**config.mk**
```make
export PLATFORM = sky130hd
export DESIGN_NAME = proportional_font_column_generator
export DESIGN_NICKNAME = d
export VERILOG_FILES = /design/src/hw/rtl/pfcg_pkg.sv /design/src/hw/rtl/pfcg_glyph_rom.sv /design/src/hw/rtl/proportional_font_column_generator.sv
export SDC_FILE = /design/constraint.sdc
export NUM_CORES = 1
export LEC_CHECK = 0
export BUFFER_PORTS_ARGS = -buffer_cell sky130_fd_sc_hd__buf_2
export CORE_MARGIN = 2
export CORE_UTILIZATION = 45
export DETAILED_ROUTE_END_ITERATION = 8
export PLACE_DENSITY = 0.76
export SLEW_MARGIN = 25
export SYNTH_ARGS = -nofsm -noshare
export SYNTH_HDL_FRONTEND = slang
export SYNTH_HIERARCHICAL = 1
export SYNTH_SLANG_ARGS = --single-unit
```
**constraint.sdc**
```tcl
create_clock -name clk_i -period 3.63 [get_ports clk_i]
set_input_delay 0.726 -clock clk_i [delete_from_list [all_inputs] [get_ports clk_i]]
set_output_delay 0.726 -clock clk_i [all_outputs]
set_load 0.1 [all_outputs]
```
**src/hw/rtl/pfcg_pkg.sv**
```systemverilog
`timescale 1ns / 1ps

package pfcg_pkg;

  // Coordinate width of cursor, row and emitted positions.
  localparam int unsigned COORD_BITS = 12;

  // Glyph geometry.
  localparam int unsigned ROWS     = 9;
  localparam int unsigned MAX_COLS = 7;
  localparam int unsigned COL_BITS = $clog2(MAX_COLS + 1);

  typedef logic [COORD_BITS-1:0] coord_t;
  typedef logic [COL_BITS-1:0]   col_t;
  typedef logic [ROWS-1:0]       pix_t;

  // ROM lookup result: width 0 and supported 0 for codes without a glyph.
  typedef struct packed {
    logic supported;
    col_t width;
    pix_t bits;
  } glyph_t;

endpackage

```
**src/hw/rtl/pfcg_glyph_rom.sv**
```systemverilog
`timescale 1ns / 1ps

// Glyph ROM: folds lower case to upper case, returns glyph width and the
// pixel column selected by col_i (zero past the glyph's last column).
module pfcg_glyph_rom (
  input  logic [7:0]      code_i,
  input  pfcg_pkg::col_t  col_i,
  output pfcg_pkg::glyph_t glyph_o
);

  logic [7:0]           norm;
  pfcg_pkg::col_t       width;
  pfcg_pkg::pix_t       cols [8];

  always_comb begin
    norm = code_i;
    if (code_i inside {[8'h61:8'h7a]}) begin
      norm = code_i - 8'h20;
    end
  end

  always_comb begin
    width = '0;
    cols  = '{default: '0};
    case (norm)
      8'h20: width = 3'd2; // space, two blank columns
      8'h28: begin width = 3'd2; cols = '{9'h0fe, 9'h101, 0, 0, 0, 0, 0, 0}; end
      8'h29: begin width = 3'd2; cols = '{9'h101, 9'h0fe, 0, 0, 0, 0, 0, 0}; end
      8'h2d: begin width = 3'd3; cols = '{9'h010, 9'h010, 9'h010, 0, 0, 0, 0, 0}; end
      8'h30: begin
        width = 3'd6; cols = '{9'h0fe, 9'h101, 9'h101, 9'h101, 9'h1f1, 9'h0fe, 0, 0};
      end
      8'h31: begin width = 3'd2; cols = '{9'h01f, 9'h1ff, 0, 0, 0, 0, 0, 0}; end
      8'h32: begin
        width = 3'd6; cols = '{9'h08e, 9'h11f, 9'h111, 9'h111, 9'h111, 9'h0e1, 0, 0};
      end
      8'h33: begin
        width = 3'd6; cols = '{9'h082, 9'h111, 9'h111, 9'h111, 9'h11f, 9'h0fe, 0, 0};
      end
      8'h34: begin
        width = 3'd6; cols = '{9'h1f8, 9'h004, 9'h004, 9'h007, 9'h01f, 9'h004, 0, 0};
      end
      8'h35: begin
        width = 3'd6; cols = '{9'h0e2, 9'h111, 9'h111, 9'h111, 9'h11f, 9'h10e, 0, 0};
      end
      8'h36: begin
        width = 3'd6; cols = '{9'h0fe, 9'h111, 9'h111, 9'h111, 9'h11f, 9'h08e, 0, 0};
      end
      8'h37: begin
        width = 3'd6; cols = '{9'h100, 9'h100, 9'h100, 9'h100, 9'h11f, 9'h0ff, 0, 0};
      end
      8'h38: begin
        width = 3'd6; cols = '{9'h0fe, 9'h1f1, 9'h111, 9'h111, 9'h111, 9'h0fe, 0, 0};
      end
      8'h39: begin
        width = 3'd6; cols = '{9'h0e0, 9'h110, 9'h110, 9'h110, 9'h11f, 9'h0ff, 0, 0};
      end
      8'h3a: begin width = 3'd1; cols = '{9'h028, 0, 0, 0, 0, 0, 0, 0}; end
      8'h3d: begin width = 3'd3; cols = '{9'h028, 9'h028, 9'h028, 0, 0, 0, 0, 0}; end
      8'h41: begin
        width = 3'd6; cols = '{9'h01f, 9'h0ff, 9'h110, 9'h110, 9'h0f0, 9'h01f, 0, 0};
      end
      8'h42: begin
        width = 3'd6; cols = '{9'h0fe, 9'h11f, 9'h111, 9'h111, 9'h0f1, 9'h00e, 0, 0};
      end
      8'h43: begin
        width = 3'd5; cols = '{9'h0fe, 9'h11f, 9'h101, 9'h101, 9'h101, 0, 0, 0};
      end
      8'h44: begin
        width = 3'd6; cols = '{9'h0fe, 9'h11f, 9'h101, 9'h101, 9'h101, 9'h0fe, 0, 0};
      end
      8'h45: begin
        width = 3'd6; cols = '{9'h0fe, 9'h11f, 9'h111, 9'h111, 9'h111, 9'h101, 0, 0};
      end
      8'h46: begin
        width = 3'd6; cols = '{9'h0ff, 9'h11f, 9'h110, 9'h110, 9'h110, 9'h100, 0, 0};
      end
      8'h47: begin
        width = 3'd6; cols = '{9'h0fe, 9'h101, 9'h101, 9'h111, 9'h11f, 9'h0de, 0, 0};
      end
      8'h48: begin
        width = 3'd6; cols = '{9'h1ff, 9'h01f, 9'h010, 9'h010, 9'h010, 9'h1ff, 0, 0};
      end
      8'h49: begin width = 3'd2; cols = '{9'h1ff, 9'h00f, 0, 0, 0, 0, 0, 0}; end
      8'h4a: begin
        width = 3'd5; cols = '{9'h001, 9'h001, 9'h001, 9'h01f, 9'h1fe, 0, 0, 0};
      end
      8'h4b: begin
        width = 3'd6; cols = '{9'h1ff, 9'h01f, 9'h010, 9'h1f0, 9'h010, 9'h00f, 0, 0};
      end
      8'h4c: begin
        width = 3'd6; cols = '{9'h1fe, 9'h01f, 9'h001, 9'h001, 9'h001, 9'h001, 0, 0};
      end
      8'h4d: begin
        width = 3'd7;
        cols = '{9'h0ff, 9'h10f, 9'h100, 9'h0ff, 9'h100, 9'h100, 9'h0ff, 0};
      end
      8'h4e: begin
        width = 3'd6; cols = '{9'h0ff, 9'h10f, 9'h100, 9'h100, 9'h100, 9'h0ff, 0, 0};
      end
      8'h4f: begin
        width = 3'd6; cols = '{9'h0fe, 9'h101, 9'h101, 9'h101, 9'h1c1, 9'h0fe, 0, 0};
      end
      8'h50: begin
        width = 3'd6; cols = '{9'h1ff, 9'h11f, 9'h110, 9'h110, 9'h110, 9'h0e0, 0, 0};
      end
      8'h51: begin
        width = 3'd6; cols = '{9'h0fe, 9'h101, 9'h101, 9'h101, 9'h10f, 9'h0ff, 0, 0};
      end
      8'h52: begin
        width = 3'd6; cols = '{9'h0ff, 9'h11f, 9'h110, 9'h110, 9'h0f0, 9'h00f, 0, 0};
      end
      8'h53: begin
        width = 3'd6; cols = '{9'h0e6, 9'h111, 9'h111, 9'h111, 9'h11f, 9'h08e, 0, 0};
      end
      8'h54: begin
        width = 3'd7;
        cols = '{9'h100, 9'h100, 9'h100, 9'h1ff, 9'h11f, 9'h100, 9'h100, 0};
      end
      8'h55: begin
        width = 3'd6; cols = '{9'h1fe, 9'h001, 9'h001, 9'h001, 9'h01f, 9'h1fe, 0, 0};
      end
      8'h56: begin
        width = 3'd6; cols = '{9'h1f0, 9'h00e, 9'h001, 9'h001, 9'h1fe, 9'h1f0, 0, 0};
      end
      8'h57: begin
        width = 3'd7;
        cols = '{9'h1fe, 9'h001, 9'h001, 9'h1fe, 9'h001, 9'h01f, 9'h1fe, 0};
      end
      8'h58: begin
        width = 3'd6; cols = '{9'h1c7, 9'h028, 9'h010, 9'h010, 9'h02f, 9'h1c7, 0, 0};
      end
      8'h59: begin
        width = 3'd6; cols = '{9'h1e0, 9'h010, 9'h01f, 9'h01f, 9'h010, 9'h1e0, 0, 0};
      end
      8'h5a: begin
        width = 3'd6; cols = '{9'h10e, 9'h11f, 9'h111, 9'h121, 9'h121, 9'h0c1, 0, 0};
      end
      default: width = '0; // no glyph for this code
    endcase
  end

  assign glyph_o.supported = (width != '0);
  assign glyph_o.width     = width;
  assign glyph_o.bits      = cols[col_i];

endmodule

```
**src/hw/rtl/proportional_font_column_generator.sv**
```systemverilog
`timescale 1ns / 1ps

// Channel | Dir | Handshake             | Word
// --------+-----+-----------------------+------------------------------------------------
// in      | in  | in_valid_i/in_stall_o | char_code_i, first_char_i, origin_x_i, origin_y_i
// out     | out | out_valid_o/out_stall_i | column_x_o, column_y_o, pixel_bits_o, last_column_o
//
// Sequence: a character of glyph width W (1..7) is accepted, then its columns
//   are issued one per cycle from the glyph ROM, followed by the spacer,
//   while the output is not stalled. A code without a glyph is accepted and emits nothing.
// The column sequencer and the single cursor incrementer drive this sequence.
// Reset clears cursor, row, sequencer and output valid.
// in_stall_o is high while columns are being issued; an out stall freezes
//   the sequencer while the output word is valid, and the output register holds its word.

module proportional_font_column_generator (
  input  logic                   clk_i,
  input  logic                   rst_ni,
  // input words
  input  logic                   in_valid_i,
  output logic                   in_stall_o,
  input  logic [7:0]             char_code_i,
  input  logic                   first_char_i,
  input  pfcg_pkg::coord_t       origin_x_i,
  input  pfcg_pkg::coord_t       origin_y_i,
  // output words
  output logic                   out_valid_o,
  input  logic                   out_stall_i,
  output pfcg_pkg::coord_t       column_x_o,
  output pfcg_pkg::coord_t       column_y_o,
  output pfcg_pkg::pix_t         pixel_bits_o,
  output logic                   last_column_o
);

  localparam logic StIdle = 1'b0;
  localparam logic StRun  = 1'b1;

  logic             state_q, state_d;
  logic [7:0]       code_q, code_d;
  pfcg_pkg::col_t   col_q, col_d;
  pfcg_pkg::coord_t cursor_q, cursor_d;
  pfcg_pkg::coord_t row_q, row_d;
  logic             out_valid_q, out_valid_d;

  pfcg_pkg::coord_t column_x_q, column_y_q;
  pfcg_pkg::pix_t   pixel_bits_q;
  logic             last_column_q;

  logic             in_acc;
  logic             adv;       // issue one column this cycle
  logic             is_spacer;
  logic [7:0]       rom_code;
  pfcg_pkg::glyph_t glyph;

  assign in_stall_o = (state_q == StRun);
  assign in_acc     = in_valid_i && !in_stall_o;

  // While idle the ROM looks at the incoming code to get its width; while
  // running it serves the stored code column by column.
  assign rom_code = (state_q == StRun) ? code_q : char_code_i;

  pfcg_glyph_rom u_rom (
    .code_i  (rom_code),
    .col_i   (col_q),
    .glyph_o (glyph)
  );

  assign adv       = (state_q == StRun) && (!out_valid_q || !out_stall_i);
  assign is_spacer = (col_q == glyph.width);

  always_comb begin
    state_d     = state_q;
    code_d      = code_q;
    col_d       = col_q;
    cursor_d    = cursor_q;
    row_d       = row_q;
    if (in_acc) begin
      if (first_char_i) begin
        cursor_d = origin_x_i;
        row_d    = origin_y_i;
      end
      if (glyph.supported) begin
        state_d = StRun;
        code_d  = char_code_i;
        col_d   = '0;
      end
    end
    if (adv) begin
      // cursor incrementer: cursor moves one column per issued word
      cursor_d = cursor_q + 1'b1;
      col_d    = col_q + 1'b1;
      if (is_spacer) begin
        state_d = StIdle;
      end
    end
    if (adv) begin
      out_valid_d = 1'b1;
    end else if (out_stall_i) begin
      out_valid_d = out_valid_q;
    end else begin
      out_valid_d = 1'b0;
    end
  end

  always_ff @(posedge clk_i or negedge rst_ni) begin
    if (!rst_ni) begin
      state_q     <= StIdle;
      col_q       <= '0;
      cursor_q    <= '0;
      row_q       <= '0;
      out_valid_q <= 1'b0;
    end else begin
      state_q     <= state_d;
      col_q       <= col_d;
      cursor_q    <= cursor_d;
      row_q       <= row_d;
      out_valid_q <= out_valid_d;
    end
  end

  always_ff @(posedge clk_i) begin
    code_q <= code_d;
    if (adv) begin
      column_x_q    <= cursor_q;
      column_y_q    <= row_q;
      pixel_bits_q  <= is_spacer ? '0 : glyph.bits;
      last_column_q <= is_spacer;
    end
  end

  assign out_valid_o   = out_valid_q;
  assign column_x_o    = column_x_q;
  assign column_y_o    = column_y_q;
  assign pixel_bits_o  = pixel_bits_q;
  assign last_column_o = last_column_q;

  // column counter never runs past the spacer of the glyph being issued
  a_col_bound: assert property (@(posedge clk_i) disable iff (!rst_ni)
    (state_q == StRun) |-> (col_q <= glyph.width))
    else $error("column counter past spacer");

  // a supported character starts its run at the first column
  a_start: assert property (@(posedge clk_i) disable iff (!rst_ni)
    (in_acc && glyph.supported) |=> (state_q == StRun && col_q == '0))
    else $error("glyph run did not start");

  // cursor sits one past the column just issued
  a_cursor: assert property (@(posedge clk_i) disable iff (!rst_ni)
    adv |=> (cursor_q == pfcg_pkg::coord_t'(column_x_o + 1'b1)))
    else $error("cursor out of step with issued column");

  // spacer words are blank
  a_spacer: assert property (@(posedge clk_i) disable iff (!rst_ni)
    (out_valid_o && last_column_o) |-> (pixel_bits_o == '0))
    else $error("spacer column carries pixels");

endmodule

```
==> flow_metrics.env <==
export IMPL_ys_ff_latch=71
export IMPL_drtPass1Iterations=8
export IMPL_routed_wl_um=22500
export IMPL_r2r_cells=10
export IMPL_irDropWorstVdd_v=0.000531
export IMPL_synth_seq_area_share=0.356
export IMPL_root_buffer="clkbuf_16"
export IMPL_r2r_slack_ns=0.08
export IMPL_path_cells="mux2_2 -> or3_4 -> o31ai_1 -> o21ai_1 -> buf_4 -> a221oi_2 -> or3b_1 -> o21ai_0 -> a32oi_1 -> and2_1"
export IMPL_layout_common_cells="buf_4 (93), nand2_1 (83), buf_2 (72)"
export IMPL_yosysWarnings=6
export IMPL_finalCriticalPeriod_ns=3.55
export IMPL_syn_inst=661
export IMPL_hold_class="in2async"
export IMPL_num_rows=40
export IMPL_fin_skew_ns=0.0120
export IMPL_grt_ovfl_total=0
export IMPL_antennaDiodeCount=0
export IMPL_vias=6251
export IMPL_startpoint="in_stall_o$_DFF_PN0_"
export IMPL_place_ws_ns=-0.110
export IMPL_synth_area_sq_um=5590
export IMPL_gr_usage_all_layers=0.342
export IMPL_cts_tree="yes"
export IMPL_finalPower_w=0.00714
export IMPL_status="complete, no violations"
export IMPL_layout_nets=825
export IMPL_leakagePower_nw=2.80
export IMPL_powerDensity_nw_per_um2=1020
export IMPL_post_cts_buffers=0
export IMPL_hpwl_um=16700
export IMPL_final_antenna_net_count=0
export IMPL_p_sw_w=0.00391
export IMPL_path_max_fanout=8
export IMPL_final_common_cell="buf_4"
export IMPL_swShare=0.548
export IMPL_h_tree_depth=3
export IMPL_initial_core_util=0.463
export IMPL_r2r_end="pixel_bits_o[7]$_SDFFCE_PP0P_"
export IMPL_setup_ws_ns=0.0769
export IMPL_clkTransAtPathRegs_ns=0.07
export IMPL_setup_violations=0
export IMPL_p_seq_frac=0.209
export IMPL_cpPeakStageDelay_ns=0.49
export IMPL_remaining_drc_errors=0
export IMPL_finalNonFillerCells=958
export IMPL_ys_flop_type="edfxtp_1"
export IMPL_dieWidth_um=115
export IMPL_internal_power_w=0.00323
export IMPL_pwr_share_clk=0.119
export IMPL_comb_power_share=0.673
export IMPL_crit_end="pixel_bits_o[7]$_SDFFCE_PP0P_"
export IMPL_netlist_cell_type_count=91
export IMPL_reg2reg_from="in_stall_o$_DFF_PN0_"
export IMPL_tightest_slew_ns=0.944
export IMPL_report_final_slew_viol_count=0
export IMPL_postSynth_asyncResetShare=0.408
export IMPL_grt_pass1_wl_um=34600
export IMPL_core_region_area_sq_um=12100
export IMPL_synth_nets=701
export IMPL_die_area_sq_um=13300
export IMPL_fin_setup_tns_ns=0
export IMPL_finalCritPeriodShare=0.979
export IMPL_synth_edf_count=42
export IMPL_clock_sinks=71
export IMPL_slew_headroom=0.369
export IMPL_dp_cells=942
export IMPL_cts_buffer_depth=2
export IMPL_die_h_um=115
export IMPL_final_layout_size_suffix_gt1_frac=0.294
export IMPL_vias_per_cell=6.53
export IMPL_rsz0062_at_grt="false"
export IMPL_gp_congestion=1.09
export IMPL_drtIter0Drc=956
export IMPL_syn_area_per_cell_sq_um=8.45
export IMPL_final_hold_viol_count=0
export IMPL_worstPathArrival_ns=3.64
export IMPL_syn_to_final_growth_pct=24.9
export IMPL_cts_buffers=9
export IMPL_wire_per_inst_um=23.5
export IMPL_start_kind="register"
export IMPL_antenna_found_initial=0
export IMPL_grt_max_degree=42
export IMPL_clkLatencyLatePin_ns=0.33
export IMPL_fmax_ghz=0.281
export IMPL_place_port_buffers=72
export IMPL_first_global_vias=6182
export IMPL_io_pins=73
export IMPL_crit_slowest_cell="dfrtp_4"
export IMPL_drv_cap=0
export IMPL_end_kind="register"
export IMPL_crit_type="reg2reg"
export IMPL_required_ns=3.72
==> cells by family (layout without fill, tap and decap cells) <==
group	Yosys count	in the layout	share of synthesized area
compound gates	235	235	0.291
xor+xnor	9	9	0.0141
fa+ha+maj	3	3	0.00672
buf+inv	70	199	0.0712
flops	71	71	0.356
mux	8	8	0.0161
simple gates	265	265	0.245
==> critical path: cells and delay by family, from the launching register on <==
kind,cells,cell delay [ns]
AND/OR/NAND/NOR,3,0.98
AO/OA/AOI/OAI,5,1.23
buffers and inverters,1,0.22
flip-flops,1,0.49
multiplexers,1,0.39
==> through the flow <==
| step | instance area [sq um] | hold slack (ns) | utilization |
|---|---|---|---|
| finish | 6980 | 0.416 | 0.579 |
| global route | 6980 | 0.463 | 0.579 |
| CTS | 6980 | 0.438 | 0.578 |
| detailed placement | 6690 | 0.437 | 0.555 |
| global placement | 6690 | 0.429 | 0.555 |
| floorplan | 5630 | 0.425 | - |
==> cell usage after synthesis, types with 6 or more instances <==
library cell	number	area [sq um]
o2111ai_1	6	52.6
a21oi_1	52	260
nand2_1	83	312
buf_1	7	26.3
or2_2	7	43.8
inv_1	8	30.0
o31ai_1	8	60.1
o21ai_0	43	215
nor2_1	58	218
o22ai_1	11	68.8
nand2b_1	12	75.1
and3_1	6	37.5
nor2b_1	12	75.1
dfrtp_1	29	726
buf_2	11	55.1
and2_1	13	81.3
edfxtp_1	42	1260
a211oi_1	15	113
xnor2_1	6	52.6
clkbuf_1	26	97.6
nor3_1	16	80.1
a31oi_1	11	68.8
mux2_2	8	90.1
nand3_1	19	95.1
o211ai_1	12	90.1
clkbuf_8	8	110
==> repair_timing <==
action,4_1_cts,5_1_grt
resized for setup,0,1
setup endpoints to repair,0,1
hold buffers,0,0
==> state kept, by name, summed over array words and instances (netlist names) <==
name           flops
column_x_o        12
column_y_o        12
cursor_q          12
row_q             12
pixel_bits_o       9
code_q             8
col_q              3
in_stall_o         1
last_column_o      1
out_valid_o        1
==> power by group through the flow <==
stage,Sequential [W],Combinational [W],Clock [W]
5_1_grt,0.00152,0.00503,0.000891
4_1_cts,0.00148,0.00467,0.000858
3_3_place_gp,0.00148,0.00467,0
3_5_place_dp,0.00150,0.00465,0
6_report,0.00149,0.00481,0.000847
2_1_floorplan,0.00254,0.00219,0
==> per-layer routing <==
layer | vias to the layer above | wire (um) | global-route usage
met5 | - | 0 | 0
met3 | 96 | 2490 | 0.0758
li1 | 2743 | - | -
met2 | 508 | 10100 | 0.542
met4 | 0 | 1110 | 0.178
met1 | 2904 | 8790 | 0.438
==> worst min-delay path by stage <==
stage / slack, ns / end / startpoint / cells after the start
after global routing: 0.46 / column_y_o[11]$_DFFE_PP_ / row_q[11]$_DFFE_PN0P_ / 0
after global placement: 0.43 / column_y_o[6]$_DFFE_PP_ / row_q[6]$_DFFE_PN0P_ / 0
after floorplan: 0.42 / column_y_o[0]$_DFFE_PP_ / row_q[0]$_DFFE_PN0P_ / 0
after CTS: 0.44 / cursor_q[3]$_DFFE_PN0P_ / rst_ni / 1
after detailed placement: 0.44 / column_y_o[2]$_DFFE_PP_ / row_q[2]$_DFFE_PN0P_ / 0
final: 0.42 / cursor_q[9]$_DFFE_PN0P_ / rst_ni / 1
==> final cells by class <==
| cell class | instances | area (sq um) |
|---|---|---|
| sequential | 71 | 1990 |
| timing repair buffer | 173 | 1220 |
| tap | 168 | 210 |
| clock buffer | 9 | 225 |
| multi-input combinational | 520 | 3230 |
| fill | 1095 | 5080 |
| inverter | 10 | 37.5 |
| clock inverter | 7 | 61.3 |
(Power assumes the default switching activity.)
